$ cat config.mk
export PLATFORM = sky130hd
export DESIGN_NAME = modular_arithmetic_unit
export DESIGN_NICKNAME = d
export VERILOG_FILES = /design/src/sv/mau_pkg.sv /design/src/sv/mau_datapath.sv /design/src/sv/mau_controller.sv /design/src/sv/modular_arithmetic_unit.sv
export SDC_FILE = /design/constraint.sdc
export NUM_CORES = 2
export LEC_CHECK = 0
export BUFFER_PORTS_ARGS = -buffer_cell sky130_fd_sc_hd__buf_4
export CORE_ASPECT_RATIO = 0.6
export CORE_MARGIN = 1.5
export CORE_UTILIZATION = 60
export CTS_BUF_LIST = sky130_fd_sc_hd__clkbuf_8
export DETAILED_ROUTE_END_ITERATION = 8
export PLACE_DENSITY = 0.78
export SETUP_SLACK_MARGIN = 0.02
export SYNTH_ARGS = -nofsm -noshare
export SYNTH_HDL_FRONTEND = slang
export SYNTH_SLANG_ARGS = --single-unit
$ cat constraint.sdc
create_clock -name clk -period 22.8 [get_ports clk]
set_input_delay 3.42 -clock clk [delete_from_list [all_inputs] [get_ports clk]]
set_output_delay 3.42 -clock clk [all_outputs]
set_load 0.02 [all_outputs]
$ cat src/sv/mau_pkg.sv
`timescale 1ns / 1ps
`default_nettype none
// ----------------------------------------------------------------------------
// Modular arithmetic unit package
// Shared widths, payload structs, opcodes, datapath commands and FSM states.
// ----------------------------------------------------------------------------
package mau_pkg;

    localparam int RESIDUE_BITS = 31;
    localparam int OPERAND_BITS = 64;
    localparam int CNT_BITS     = 7;
    localparam int EUC_BITS     = RESIDUE_BITS + 3;

    typedef logic [RESIDUE_BITS-1:0] residue_t;

    localparam residue_t MODULUS_RESET = RESIDUE_BITS'(1000000007);

    typedef enum logic [2:0] {
        OP_REDUCE  = 3'd0,
        OP_ADD     = 3'd1,
        OP_SUB     = 3'd2,
        OP_NEG     = 3'd3,
        OP_MUL     = 3'd4,
        OP_DIV     = 3'd5,
        OP_POW     = 3'd6,
        OP_COMPARE = 3'd7
    } opcode_t;

    typedef struct packed {
        opcode_t                         opcode;
        logic signed [OPERAND_BITS-1:0]  operand_a;
        logic signed [OPERAND_BITS-1:0]  operand_b;
    } in_item_t;

    typedef struct packed {
        residue_t result;
        logic     equal;
        logic     less_than;
    } out_item_t;

    typedef enum logic [3:0] {
        DP_NOP,
        DP_LOAD,
        DP_RED_A,
        DP_RED_B,
        DP_MUL_AB,
        DP_MUL_CA,
        DP_MUL_AA,
        DP_EUC_INIT,
        DP_EUC_DIV,
        DP_EUC_FIX,
        DP_POW_INIT,
        DP_FINISH
    } dp_op_t;

    typedef struct packed {
        dp_op_t op;
    } ctl_cmd_t;

    typedef struct packed {
        logic    busy;
        logic    modulus_small;
        logic    y_zero;
        logic    exp_zero;
        logic    exp_lsb;
        logic    out_free;
        opcode_t opcode;
    } ctl_status_t;

    typedef enum logic [3:0] {
        S_IDLE,
        S_RED_A,
        S_RED_B,
        S_DISPATCH,
        S_MUL,
        S_EUC_INIT,
        S_EUC_TEST,
        S_EUC_FIX,
        S_POW_INIT,
        S_POW_TEST,
        S_POW_MUL,
        S_POW_SQR,
        S_WAIT,
        S_FINISH
    } state_t;

    function automatic residue_t add_mod(residue_t a, residue_t b, residue_t m);
        logic [RESIDUE_BITS:0] s;
        s = {1'b0, a} + {1'b0, b};
        if (s >= {1'b0, m})
        begin
            s = s - {1'b0, m};
        end
        return s[RESIDUE_BITS-1:0];
    endfunction

endpackage
`default_nettype wire

$ cat src/sv/mau_datapath.sv
`timescale 1ns / 1ps
`default_nettype none
// ----------------------------------------------------------------------------
// Modular arithmetic unit datapath
// Bit-serial divider (reduction and Euclid quotient), bit-serial modular
// multiplier, operand and result registers.
// ----------------------------------------------------------------------------
module mau_datapath (
    input  wire                   clk,
    input  wire                   rst_n,
    input  mau_pkg::ctl_cmd_t     cmd,
    output mau_pkg::ctl_status_t  status,
    input  mau_pkg::residue_t     modulus,
    input  mau_pkg::in_item_t     in_data,
    output logic                  out_valid,
    input  wire                   out_stall,
    output mau_pkg::out_item_t    out_data
);
    import mau_pkg::*;

    typedef enum logic [1:0] {DD_A, DD_B, DD_EUC} div_dst_t;
    typedef enum logic {MD_ACC, MD_A} mul_dst_t;

    localparam int PAD_BITS = OPERAND_BITS - RESIDUE_BITS;

    opcode_t                   opcode_reg, opcode_next;
    logic [OPERAND_BITS-1:0]   a_reg, a_next, b_reg, b_next;
    residue_t                  ra_reg, ra_next, rb_reg, rb_next, acc_reg, acc_next;
    logic [OPERAND_BITS-1:0]   exp_reg, exp_next;

    logic [OPERAND_BITS-1:0]   dsr_reg, dsr_next;
    residue_t                  rem_reg, rem_next, dvs_reg, dvs_next;
    logic signed [EUC_BITS-1:0] tv_reg, tv_next;
    logic [CNT_BITS-1:0]       div_cnt_reg, div_cnt_next;
    logic                      div_busy_reg, div_busy_next;
    div_dst_t                  div_dst_reg, div_dst_next;
    logic                      neg_reg, neg_next;

    residue_t                  x_reg, x_next, y_reg, y_next;
    logic signed [EUC_BITS-1:0] u_reg, u_next, v_reg, v_next;

    residue_t                  mc_reg, mc_next, mb_reg, mb_next, mp_reg, mp_next;
    logic [CNT_BITS-1:0]       mul_cnt_reg, mul_cnt_next;
    logic                      mul_busy_reg, mul_busy_next;
    mul_dst_t                  mul_dst_reg, mul_dst_next;

    logic                      out_valid_reg, out_valid_next;
    out_item_t                 out_reg, out_next;

    logic [RESIDUE_BITS:0]     r2, r2_diff;
    logic                      ge;
    residue_t                  rem_step, red_val, fix_val, mp_step, mc_step;
    logic signed [EUC_BITS-1:0] tv_step, m_ext;
    logic [OPERAND_BITS-1:0]   a_mag, b_mag;
    logic [RESIDUE_BITS:0]     sum_ab, sub_wrap;
    out_item_t                 res;

    // divider step: shift in one dividend bit, subtract when it fits
    always_comb
    begin
        r2       = {rem_reg, dsr_reg[OPERAND_BITS-1]};
        r2_diff  = r2 - {1'b0, dvs_reg};
        ge       = (r2 >= {1'b0, dvs_reg});
        rem_step = ge ? r2_diff[RESIDUE_BITS-1:0] : r2[RESIDUE_BITS-1:0];
        tv_step  = (tv_reg <<< 1) + (ge ? v_reg : '0);
        red_val  = (neg_reg && rem_step != '0) ? (modulus - rem_step) : rem_step;
        m_ext    = EUC_BITS'(signed'({3'b000, modulus}));
        a_mag    = a_reg[OPERAND_BITS-1] ? (~a_reg + 1'b1) : a_reg;
        b_mag    = b_reg[OPERAND_BITS-1] ? (~b_reg + 1'b1) : b_reg;
        if (u_reg < 0)
        begin
            fix_val = residue_t'(u_reg + m_ext);
        end
        else if (u_reg >= m_ext)
        begin
            fix_val = residue_t'(u_reg - m_ext);
        end
        else
        begin
            fix_val = residue_t'(u_reg);
        end
        mp_step = mb_reg[0] ? add_mod(mp_reg, mc_reg, modulus) : mp_reg;
        mc_step = add_mod(mc_reg, mc_reg, modulus);
    end

    // final result per opcode
    always_comb
    begin
        sum_ab   = {1'b0, ra_reg} + {1'b0, rb_reg};
        sub_wrap = {1'b0, ra_reg} + {1'b0, modulus} - {1'b0, rb_reg};
        res      = '0;
        if (modulus >= RESIDUE_BITS'(2))
        begin
            case (opcode_reg)
                OP_REDUCE: res.result = ra_reg;
                OP_ADD:    res.result = (sum_ab >= {1'b0, modulus})
                                        ? residue_t'(sum_ab - {1'b0, modulus})
                                        : sum_ab[RESIDUE_BITS-1:0];
                OP_SUB:    res.result = (ra_reg >= rb_reg) ? (ra_reg - rb_reg)
                                        : sub_wrap[RESIDUE_BITS-1:0];
                OP_NEG:    res.result = (ra_reg == '0) ? '0 : (modulus - ra_reg);
                OP_MUL, OP_DIV, OP_POW: res.result = acc_reg;
                OP_COMPARE:
                begin
                    res.equal     = (ra_reg == rb_reg);
                    res.less_than = (ra_reg < rb_reg);
                end
                default: res = '0;
            endcase
        end
    end

    always_comb
    begin
        opcode_next   = opcode_reg;
        a_next        = a_reg;
        b_next        = b_reg;
        ra_next       = ra_reg;
        rb_next       = rb_reg;
        acc_next      = acc_reg;
        exp_next      = exp_reg;
        dsr_next      = dsr_reg;
        rem_next      = rem_reg;
        dvs_next      = dvs_reg;
        tv_next       = tv_reg;
        div_cnt_next  = div_cnt_reg;
        div_busy_next = div_busy_reg;
        div_dst_next  = div_dst_reg;
        neg_next      = neg_reg;
        x_next        = x_reg;
        y_next        = y_reg;
        u_next        = u_reg;
        v_next        = v_reg;
        mc_next       = mc_reg;
        mb_next       = mb_reg;
        mp_next       = mp_reg;
        mul_cnt_next  = mul_cnt_reg;
        mul_busy_next = mul_busy_reg;
        mul_dst_next  = mul_dst_reg;
        out_valid_next = out_valid_reg;
        out_next      = out_reg;

        if (out_valid_reg && !out_stall)
        begin
            out_valid_next = 1'b0;
        end

        // advance divider
        if (div_busy_reg)
        begin
            dsr_next     = dsr_reg << 1;
            rem_next     = rem_step;
            tv_next      = tv_step;
            div_cnt_next = div_cnt_reg - 1'b1;
            if (div_cnt_reg == CNT_BITS'(1))
            begin
                div_busy_next = 1'b0;
                case (div_dst_reg)
                    DD_A: ra_next = red_val;
                    DD_B: rb_next = red_val;
                    DD_EUC:
                    begin
                        x_next = y_reg;
                        y_next = rem_step;
                        u_next = v_reg;
                        v_next = u_reg - tv_step;
                    end
                    default: ra_next = ra_reg;
                endcase
            end
        end

        // advance multiplier
        if (mul_busy_reg)
        begin
            mp_next      = mp_step;
            mc_next      = mc_step;
            mb_next      = mb_reg >> 1;
            mul_cnt_next = mul_cnt_reg - 1'b1;
            if (mul_cnt_reg == CNT_BITS'(1))
            begin
                mul_busy_next = 1'b0;
                if (mul_dst_reg == MD_A)
                begin
                    ra_next = mp_step;
                end
                else
                begin
                    acc_next = mp_step;
                end
            end
        end

        case (cmd.op)
            DP_LOAD:
            begin
                opcode_next = in_data.opcode;
                a_next      = in_data.operand_a;
                b_next      = in_data.operand_b;
            end
            DP_RED_A, DP_RED_B:
            begin
                dsr_next      = (cmd.op == DP_RED_A) ? a_mag : b_mag;
                neg_next      = (cmd.op == DP_RED_A) ? a_reg[OPERAND_BITS-1]
                                                     : b_reg[OPERAND_BITS-1];
                div_dst_next  = (cmd.op == DP_RED_A) ? DD_A : DD_B;
                rem_next      = '0;
                dvs_next      = modulus;
                tv_next       = '0;
                div_cnt_next  = CNT_BITS'(OPERAND_BITS);
                div_busy_next = 1'b1;
            end
            DP_EUC_INIT:
            begin
                x_next = rb_reg;
                y_next = modulus;
                u_next = EUC_BITS'(1);
                v_next = '0;
            end
            DP_EUC_DIV:
            begin
                dsr_next      = {x_reg, {PAD_BITS{1'b0}}};
                neg_next      = 1'b0;
                div_dst_next  = DD_EUC;
                rem_next      = '0;
                dvs_next      = y_reg;
                tv_next       = '0;
                div_cnt_next  = CNT_BITS'(RESIDUE_BITS);
                div_busy_next = 1'b1;
            end
            DP_EUC_FIX:
            begin
                rb_next = fix_val;
            end
            DP_POW_INIT:
            begin
                acc_next = RESIDUE_BITS'(1);
                exp_next = b_reg[OPERAND_BITS-1] ? '0 : b_reg;
            end
            DP_MUL_AB, DP_MUL_CA, DP_MUL_AA:
            begin
                mc_next       = ra_reg;
                mb_next       = (cmd.op == DP_MUL_AB) ? rb_reg
                              : (cmd.op == DP_MUL_CA) ? acc_reg : ra_reg;
                mul_dst_next  = (cmd.op == DP_MUL_AA) ? MD_A : MD_ACC;
                mp_next       = '0;
                mul_cnt_next  = CNT_BITS'(RESIDUE_BITS);
                mul_busy_next = 1'b1;
                if (cmd.op == DP_MUL_AA)
                begin
                    exp_next = exp_reg >> 1;
                end
            end
            DP_FINISH:
            begin
                out_valid_next = 1'b1;
                out_next       = res;
            end
            default: opcode_next = opcode_reg;
        endcase
    end

    always_ff @(posedge clk or negedge rst_n)
    begin
        if (!rst_n)
        begin
            div_busy_reg  <= 1'b0;
            mul_busy_reg  <= 1'b0;
            div_cnt_reg   <= '0;
            mul_cnt_reg   <= '0;
            out_valid_reg <= 1'b0;
        end
        else
        begin
            div_busy_reg  <= div_busy_next;
            mul_busy_reg  <= mul_busy_next;
            div_cnt_reg   <= div_cnt_next;
            mul_cnt_reg   <= mul_cnt_next;
            out_valid_reg <= out_valid_next;
        end
    end

    always_ff @(posedge clk)
    begin
        opcode_reg  <= opcode_next;
        a_reg       <= a_next;
        b_reg       <= b_next;
        ra_reg      <= ra_next;
        rb_reg      <= rb_next;
        acc_reg     <= acc_next;
        exp_reg     <= exp_next;
        dsr_reg     <= dsr_next;
        rem_reg     <= rem_next;
        dvs_reg     <= dvs_next;
        tv_reg      <= tv_next;
        div_dst_reg <= div_dst_next;
        neg_reg     <= neg_next;
        x_reg       <= x_next;
        y_reg       <= y_next;
        u_reg       <= u_next;
        v_reg       <= v_next;
        mc_reg      <= mc_next;
        mb_reg      <= mb_next;
        mp_reg      <= mp_next;
        mul_dst_reg <= mul_dst_next;
        out_reg     <= out_next;
    end

    always_comb
    begin
        status.busy          = div_busy_reg | mul_busy_reg;
        status.modulus_small = (modulus < RESIDUE_BITS'(2));
        status.y_zero        = (y_reg == '0);
        status.exp_zero      = (exp_reg == '0);
        status.exp_lsb       = exp_reg[0];
        status.out_free      = !out_valid_reg || !out_stall;
        status.opcode        = opcode_reg;
    end

    assign out_valid = out_valid_reg;
    assign out_data  = out_reg;

endmodule
`default_nettype wire

$ cat src/sv/mau_controller.sv
`timescale 1ns / 1ps
`default_nettype none
// ----------------------------------------------------------------------------
// Modular arithmetic unit controller
// Sequences reduction, multiply, Euclid and square-and-multiply steps.
// ----------------------------------------------------------------------------
module mau_controller (
    input  wire                   clk,
    input  wire                   rst_n,
    input  wire                   in_valid,
    output logic                  in_stall,
    input  mau_pkg::ctl_status_t  status,
    output mau_pkg::ctl_cmd_t     cmd
);
    import mau_pkg::*;

    state_t state_reg, state_next;
    state_t ret_reg, ret_next;

    always_comb
    begin
        state_next = state_reg;
        ret_next   = ret_reg;
        case (state_reg)
            S_IDLE:
            begin
                if (in_valid)
                begin
                    state_next = S_RED_A;
                end
            end
            S_RED_A:
            begin
                if (status.modulus_small)
                begin
                    state_next = S_FINISH;
                end
                else
                begin
                    state_next = S_WAIT;
                    ret_next   = S_RED_B;
                end
            end
            S_RED_B:
            begin
                state_next = S_WAIT;
                ret_next   = S_DISPATCH;
            end
            S_DISPATCH:
            begin
                case (status.opcode)
                    OP_MUL:  state_next = S_MUL;
                    OP_DIV:  state_next = S_EUC_INIT;
                    OP_POW:  state_next = S_POW_INIT;
                    default: state_next = S_FINISH;
                endcase
            end
            S_MUL:
            begin
                state_next = S_WAIT;
                ret_next   = S_FINISH;
            end
            S_EUC_INIT: state_next = S_EUC_TEST;
            S_EUC_TEST:
            begin
                if (status.y_zero)
                begin
                    state_next = S_EUC_FIX;
                end
                else
                begin
                    state_next = S_WAIT;
                    ret_next   = S_EUC_TEST;
                end
            end
            S_EUC_FIX:  state_next = S_MUL;
            S_POW_INIT: state_next = S_POW_TEST;
            S_POW_TEST:
            begin
                if (status.exp_zero)
                begin
                    state_next = S_FINISH;
                end
                else if (status.exp_lsb)
                begin
                    state_next = S_POW_MUL;
                end
                else
                begin
                    state_next = S_POW_SQR;
                end
            end
            S_POW_MUL:
            begin
                state_next = S_WAIT;
                ret_next   = S_POW_SQR;
            end
            S_POW_SQR:
            begin
                state_next = S_WAIT;
                ret_next   = S_POW_TEST;
            end
            S_WAIT:
            begin
                if (!status.busy)
                begin
                    state_next = ret_reg;
                end
            end
            S_FINISH:
            begin
                if (status.out_free)
                begin
                    state_next = S_IDLE;
                end
            end
            default: state_next = S_IDLE;
        endcase
    end

    always_comb
    begin
        cmd.op   = DP_NOP;
        in_stall = 1'b1;
        case (state_reg)
            S_IDLE:
            begin
                in_stall = 1'b0;
                cmd.op   = in_valid ? DP_LOAD : DP_NOP;
            end
            S_RED_A:    cmd.op = status.modulus_small ? DP_NOP : DP_RED_A;
            S_RED_B:    cmd.op = DP_RED_B;
            S_MUL:      cmd.op = DP_MUL_AB;
            S_EUC_INIT: cmd.op = DP_EUC_INIT;
            S_EUC_TEST: cmd.op = status.y_zero ? DP_NOP : DP_EUC_DIV;
            S_EUC_FIX:  cmd.op = DP_EUC_FIX;
            S_POW_INIT: cmd.op = DP_POW_INIT;
            S_POW_MUL:  cmd.op = DP_MUL_CA;
            S_POW_SQR:  cmd.op = DP_MUL_AA;
            S_FINISH:   cmd.op = status.out_free ? DP_FINISH : DP_NOP;
            default:    cmd.op = DP_NOP;
        endcase
    end

    always_ff @(posedge clk or negedge rst_n)
    begin
        if (!rst_n)
        begin
            state_reg <= S_IDLE;
            ret_reg   <= S_IDLE;
        end
        else
        begin
            state_reg <= state_next;
            ret_reg   <= ret_next;
        end
    end

endmodule
`default_nettype wire

$ cat src/sv/modular_arithmetic_unit.sv
`timescale 1ns / 1ps
`default_nettype none
// ----------------------------------------------------------------------------
// Modular arithmetic unit
// Modular ALU over a programmable modulus: reduce, add, sub, neg, mul, div,
// pow and compare, one result per request.
// ----------------------------------------------------------------------------
// One request at a time. Both operands are reduced by a bit-serial divider.
// Reduce, add, sub, neg and compare then finish. Multiply adds one serial
// modular multiply. Divide runs the extended Euclid loop, each step a
// serial quotient, then one multiply. Power costs up to two serial
// multiplies per exponent bit. A finished result sits in the output
// register while the next request is accepted. Write the modulus only
// while the unit is idle.
// ----------------------------------------------------------------------------
module modular_arithmetic_unit (
    input  wire                 clk,
    input  wire                 rst_n,
    input  wire                 in_valid,
    output logic                in_stall,
    input  mau_pkg::in_item_t   in_data,
    output logic                out_valid,
    input  wire                 out_stall,
    output mau_pkg::out_item_t  out_data,
    input  wire                 cfg_valid,
    output logic                cfg_ready,
    input  mau_pkg::residue_t   cfg_data
);
    import mau_pkg::*;

    residue_t    modulus_reg, modulus_next;
    ctl_cmd_t    cmd;
    ctl_status_t status;

    assign cfg_ready    = 1'b1;
    assign modulus_next = (cfg_valid && cfg_ready) ? cfg_data : modulus_reg;

    always_ff @(posedge clk or negedge rst_n)
    begin
        if (!rst_n)
        begin
            modulus_reg <= MODULUS_RESET;
        end
        else
        begin
            modulus_reg <= modulus_next;
        end
    end

    mau_controller u_controller (
        .clk      (clk),
        .rst_n    (rst_n),
        .in_valid (in_valid),
        .in_stall (in_stall),
        .status   (status),
        .cmd      (cmd)
    );

    mau_datapath u_datapath (
        .clk       (clk),
        .rst_n     (rst_n),
        .cmd       (cmd),
        .status    (status),
        .modulus   (modulus_reg),
        .in_data   (in_data),
        .out_valid (out_valid),
        .out_stall (out_stall),
        .out_data  (out_data)
    );

endmodule
`default_nettype wire

* Yosys cells after proc, flatten, opt, wreduce, memory -nomap -nowiden
Cells that the tools add are included.
Cells by class: magnitude comparators 10, bitwise operators 4, equal/unequal tests 42, reduce and logical (&&, ||, !) cells 37, multiplexer cells 80, $add $sub $neg 20
Operators by type and width (number):
- 31-bit two-way mux | 34
- 64-bit two-way mux | 5
- 31-bit subtractor | 9
- 64-bit case mux with 2 select lines | 2
- 31-bit case mux with 5 select lines | 1
- 64-bit by 1-bit adder with 64-bit output (second input constant) | 2
- 32-bit by 31-bit greater-or-equal comparator with 1-bit output | 4
- 64-bit inverter | 2
- 31-bit by 31-bit adder with 32-bit output | 3
- 4-bit case mux with 11 select lines | 2
- 64-bit zero test | 1
- 63-bit two-way mux | 1
- 31-bit adder | 2
- 31-bit zero test | 2
- 31-bit case mux with 2 select lines | 1
- 4-bit == test (second input constant) | 10
- 4-bit two-way mux | 9
- 34-bit adder | 1
- 34-bit by 32-bit greater-or-equal comparator with 1-bit output | 1
- 34-bit by 1-bit less-than comparator with 1-bit output (second input constant) | 1
- 34-bit two-way mux | 1
- 34-bit subtractor | 1
- 4-bit by 3-bit == test with 1-bit output (second input constant) | 8
- 31-bit == test | 1
- 40 further kinds | 89
Word-level totals: input port bits 167, register bits after elaboration 763, output and inout bits 36, word-level logic and storage cells 225

* Depth between registers and ports, before layout
word-level depth 11, depth in mapped cells 39, depth with buffers taken out 36

* Modules after synthesis
A second synthesis with hierarchy kept.
Second synthesis, totals: cells, all modules 6833, area, all modules 58990.3 µm²
Modules (own cells, without submodules):
- mau_datapath | seq. area each 19373.6 µm², area an instance 56959.6 µm², cells an instance 6661, instances 1
- modular_arithmetic_unit | seq. area each 795.8 µm², area an instance 1189.9 µm², cells an instance 67, instances 1
- mau_controller | seq. area each 200.2 µm², area an instance 840.8 µm², cells an instance 105, instances 1

* Least setup slack after synthesis
OpenSTA, ideal clock, no wires.
path type register to register, start reg u_datapath.dsr_reg[63], end reg u_datapath.v_reg[31], required time 22.729 ns, cell stages (with the launch flop) 37, data arrival time 7.755 ns, period minus slack after synthesis 7.825 ns, buffers on the path 4, slack 14.975 ns, cell sequence edfxtp_1 > inv_1 > ha_1 > inv_1 > fa_1 > a21o_1 > a21oi_1 > o21ai_1 > a211oi_1 > o31ai_1 > a31o_2 > clkbuf_1 > clkbuf_1 > clkbuf_1 > and2_1 > ha_1 > clkbuf_1 > and4_1 > and2_1 > a311o_1 > or2_2 > a31oi_1 > o21bai_1 > a21oi_1 > xnor2_1 > ha_1 > and2_1 > a221oi_1 > o21ai_0 > maj3_1 > maj3_1 > a31oi_1 > o211ai_1 > a41oi_1 > xnor2_1 > nand2_1 > a21oi_1
On the way: word-level cells in the longest chain between the ends 4
RTL lines:
- start: declaration | RTL line mau_datapath.sv:31 | logic [OPERAND_BITS-1:0] dsr_reg, dsr_next;
- start signal: assignment | RTL line mau_datapath.sv:292 | dsr_reg <= dsr_next;
- 32-bit by 31-bit greater-or-equal comparator with 1-bit output | RTL line mau_datapath.sv:63 | ge = (r2 >= {1'b0, dvs_reg});
- 34-bit two-way mux | RTL line mau_datapath.sv:65 | tv_step = (tv_reg <<< 1) + (ge ? v_reg : '0);
- 34-bit adder | RTL line mau_datapath.sv:65
- 34-bit subtractor | RTL line mau_datapath.sv:166 | v_next = u_reg - tv_step;
- end signal: assignment | RTL line mau_datapath.sv:301 | v_reg <= v_next;
- end: declaration | RTL line mau_datapath.sv:40 | logic signed [EUC_BITS-1:0] u_reg, u_next, v_reg, v_next;
Every way passes these cells. A chain may end at the register's enable or synchronous reset.

* Final worst setup path
start reg u_datapath.mc_reg[0], end reg u_datapath.ra_reg[29]
On the way: word-level cells in the longest chain between the ends 7
RTL lines:
- start: declaration | RTL line mau_datapath.sv:42 | residue_t mc_reg, mc_next, mb_reg, mb_next, mp_reg, mp_next;
- start signal: assignment | RTL line mau_datapath.sv:302 | mc_reg <= mc_next;
- 31-bit by 31-bit adder with 32-bit output (*) | RTL line mau_pkg.sv:89 | s = {1'b0, a} + {1'b0, b};
- 31-bit subtractor or 32-bit by 31-bit greater-or-equal comparator with 1-bit output (tied branches) | RTL line mau_pkg.sv:92, mau_pkg.sv:90
- 31-bit two-way mux (*) | RTL line mau_pkg.sv:90 | if (s >= {1'b0, m})
- 31-bit two-way mux (*) | RTL line mau_datapath.sv:82 | mp_step = mb_reg[0] ? add_mod(mp_reg, mc_reg, modulus) : mp_reg;
- 31-bit two-way mux (*) | RTL line mau_datapath.sv:183 | if (mul_dst_reg == MD_A)
- 31-bit two-way mux (*) | RTL line mau_datapath.sv:180 | if (mul_cnt_reg == CNT_BITS'(1))
- 31-bit two-way mux (*) | RTL line mau_datapath.sv:174 | if (mul_busy_reg)
- via u_datapath.ra_next[29] | RTL line mau_datapath.sv:28 | residue_t ra_reg, ra_next, rb_reg, rb_next, acc_reg, acc_next;
- end signal: assignment | RTL line mau_datapath.sv:288 | ra_reg <= ra_next;
- end: declaration | RTL line mau_datapath.sv:28
The timed path passes the listed nets; every way through them passes the cells marked *.

==> impl_metrics.ini <==
[synthesis]
synth_area_leaders = edfxtp_1, ha_1, dfxtp_1, nand2_1, a21oi_1
synthXorXnorAreaFrac = 0.0720
synth_top_family_by_area = compound AO/OA/AOI/OAI gates
syn_nets = 7397
synth_mux_area_frac = 0.0203
synthArstFlopShare = 0.0735
synth_edf_count = 481
synth_top_area_cell = edfxtp_1
avgSynthCellArea_um2 = 8.63
syn_area_um2 = 58300
synth_flop_cell = edfxtp_1
synth_seq_cells = 762
synth_adder_area_share = 0.109
synth_compound_area_frac = 0.235
synthCells = 6750
synth_top_area_frac = 0.248
synthSimpleGateAreaFrac = 0.170
ys_seq_area_frac = 0.350
ys_warn_count = 0
ys_types = 100

[critical_path]
cp_num_buf_inv = 1
reg2reg_to = u_datapath.ra_reg[29]
worstSetupEndpointType = register
slowest_stage = nor3_1
ff2ff_path_depth = 22
r2r_setup_slack_ns = 14.33
path_cells = ha_1, fa_1, a211oi_1, o21ai_0, a21oi_1, o211ai_1, a31oi_1, nor2_1, a21boi_0, o21bai_1, xor2_1, ha_1, nand2_1, nor3_1, nand3b_1, a31o_2, and4_2, buf_4, nand2_1, o21ai_0, mux2i_1, o22ai_1
reg2reg_from = u_datapath.mc_reg[0]
max_stage_delay_ns = 0.86
startpoint_type = register
crit_family = compound AO/OA/AOI/OAI gates
critPathKind = register to register
critPathArrivalTime_ns = 9.15
crit_path_max_fanout = 41
cp.required_ns = 23.48

[global_routing]
first_global_vias = 50500
grt_max_degree = 84
grt_pass1_wl_mm = 345
grt-ovfl-total = 0
antenna_found_initial = 17
grt_use_total = 0.478

[sta]
fin_hold_ws_ns = 0.473
skew_ns = 0.0330
fin_crit_ns = 8.47
rsz0062_at_grt = no
tightest_slew_ns = 1.70
final-max-slew-violation-count = 5
timing.final.crit_share = 0.371
finalSetupViolations = 0
fin_tns_setup_ns = 0
finalHoldViolCount = 0
slew-limit-headroom = -0.134
fmax_ghz = 0.118

[pwr]
power_leakage_uw = 0.0263
clkPwrFrac = 0.109
power.switching_uw = 6090
switching_share = 0.521
ir_drop_mv = 0.235
seq_power_share = 0.215
p_per_area_nw_per_um2 = 183
intPower_uw = 5590
comb_power_share = 0.675

[floorplan]
core-area_um2 = 96100
io_pins = 203
dieArea_um2 = 99000
rows = 88
die_x_um = 405
start_util = 0.606
die_y_um = 244

[clock_tree]
cts-root-buf = clkbuf_8
clock-sinks = 762
numCtsBuffers = 115
h-tree-depth = 3
cts_setup_buffers = 0
clk_pin_slew_ns = 0.07
tritoncts = done
clk_path_buf_depth = 3
cts_hold_buf = 0
cts-resized-gates = 0
insertion_delay_ns = 0.87

[outcome]
outcome = finished with violations
violations = DRC, capacitance limit, slew limit

[placement]
gp_congestion = 1.17
dp_cells = 8029
port_buffers = 201
dp_hpwl_mm = 189

[route]
wl_mm = 244
avgRoutedWirePerCell_um = 29.6
vias = 57300
drt_iter0_drc = 10500
drtPass1Iterations = 9
ant_nets = 0
post_drt_via_cell_ratio = 6.93
drc = 114

[worst_hold_path]
hold_class = register to register
holdPathStages = 2
worstHoldStart = u_datapath.v_reg[3]
hold_end = u_datapath.u_reg[3]

[job]
drv_cap = 1

[finish]
layout-drive-gt1-share = 0.0893
fin_nets = 7491
area_growth_syn_to_layout_pct = 9.39
instances_no_fill = 8261
utilization = 0.663
[placed cells by master (no fill, tap or decap), drive strengths merged, types with 40 or more instances in the layout]
cell type	synthesis	final
ha	437	437
a21oi	555	555
a211oi	128	128
xnor2	276	276
or3	53	53
nor2b	71	71
dfrtp	40	40
nor3	104	104
o211ai	71	71
nor4	71	71
xor2	203	203
a21o	183	183
buf	42	310
mux2i	108	108
clkbuf	293	138
o22ai	65	65
nand3b	71	71
fa	43	43
o31ai	66	66
nand2b	63	63
nand4	63	63
and2	70	70
o21bai	72	72
o21a	70	70
nand2	783	783
nor2	493	493
a31oi	64	64
nand3	90	90
edfxtp	481	481
dfxtp	225	225
inv	342	376
and3	40	40
o21ai	555	555
[synth_stat cells (25+ instances only)]
cell type,number
nand2_1,783
a21oi_1,555
o21ai_0,546
nor2_1,493
edfxtp_1,481
ha_1,437
inv_1,340
clkbuf_1,293
xnor2_1,276
dfxtp_1,225
xor2_1,203
a21o_1,183
a211oi_1,127
mux2i_1,108
nor3_1,102
nand3_1,89
o21bai_1,72
nand3b_1,71
nor2b_1,71
o211ai_1,71
o21a_1,70
and2_1,68
nor4_1,67
o22ai_1,65
o31ai_1,65
a31oi_1,64
nand2b_1,63
nand4_1,62
or3_1,52
fa_1,43
and3_1,40
dfrtp_1,40
a22oi_1,35
a221oi_1,31
or4_1,29
a222oi_1,28
buf_1,28
or2_2,27
o41ai_1,25
[tightest hold or removal path, stage by stage (launching register included)]
cell     delay (ns)
dfxtp_1        0.32
nand2_1        0.06
a21oi_1        0.05
[metrics by stage]
step	total power, µW	setup WS [ns]	cell area, µm²
after global routing	12200	13.69	63700
after CTS	11200	14.53	63700
after detailed placement	9890	14.54	61100
after global placement	9770	14.57	61100
final	11700	14.33	63700
after floorplan	7670	14.97	58300
[routing by layer]
metal	part of all wire	vias up	routed length, µm	track usage
li1	-	24900	-	-
met1	0.41	27100	100000	0.687
met2	0.34	4609	83700	0.554
met3	0.21	562	50200	0.309
met4	0.037	34	9130	0.147
met5	0.0042	-	1030	0.0331
[kinds of logic (layout without fill, tap and decap cells)]
kind of cell             Yosys count  count (layout)
AO/OA/AOI/OAI                   2150            2150
XOR/XNOR                         479             479
adder cells (fa/ha/maj)          483             483
buffers and inverters            679             872
flip-flops                       762             762
multiplexers                     117             117
other                              1              14
AND/OR/NAND/NOR                 2079            2079
[power groups by stage]
stage	Clock, µW	Combinational (µW)	Sequential (µW)
floorplan	0	5340	2330
global placement	0	7300	2470
detailed placement	0	7400	2490
CTS	1270	7450	2470
global route	1320	8330	2520
finish	1280	7890	2520
[area by class of cell]
class | count | area, µm²
inverters | 344 | 1290
repair buffers | 312 | 2360
multi-input cells | 5309 | 35500
diodes | 13 | 32.5
fillers | 7882 | 32400
clock inverters | 80 | 656
flip-flops and latches | 762 | 20400
well taps | 1305 | 1630
clock buffers | 136 | 1870
[worst max path at each step]
stage,from,end,cells past startpoint
after floorplan,u_datapath.dsr_reg[63],u_datapath.v_reg[31],36
after global routing,u_datapath.dsr_reg[63],u_datapath.v_reg[31],33
after global placement,u_datapath.dsr_reg[63],u_datapath.v_reg[31],33
after detailed placement,u_datapath.dsr_reg[63],u_datapath.v_reg[31],33
after CTS,u_datapath.dsr_reg[63],u_datapath.v_reg[31],33
final,u_datapath.mc_reg[0],u_datapath.ra_reg[29],22
Note: power is estimated with default switching activity, not from simulation.
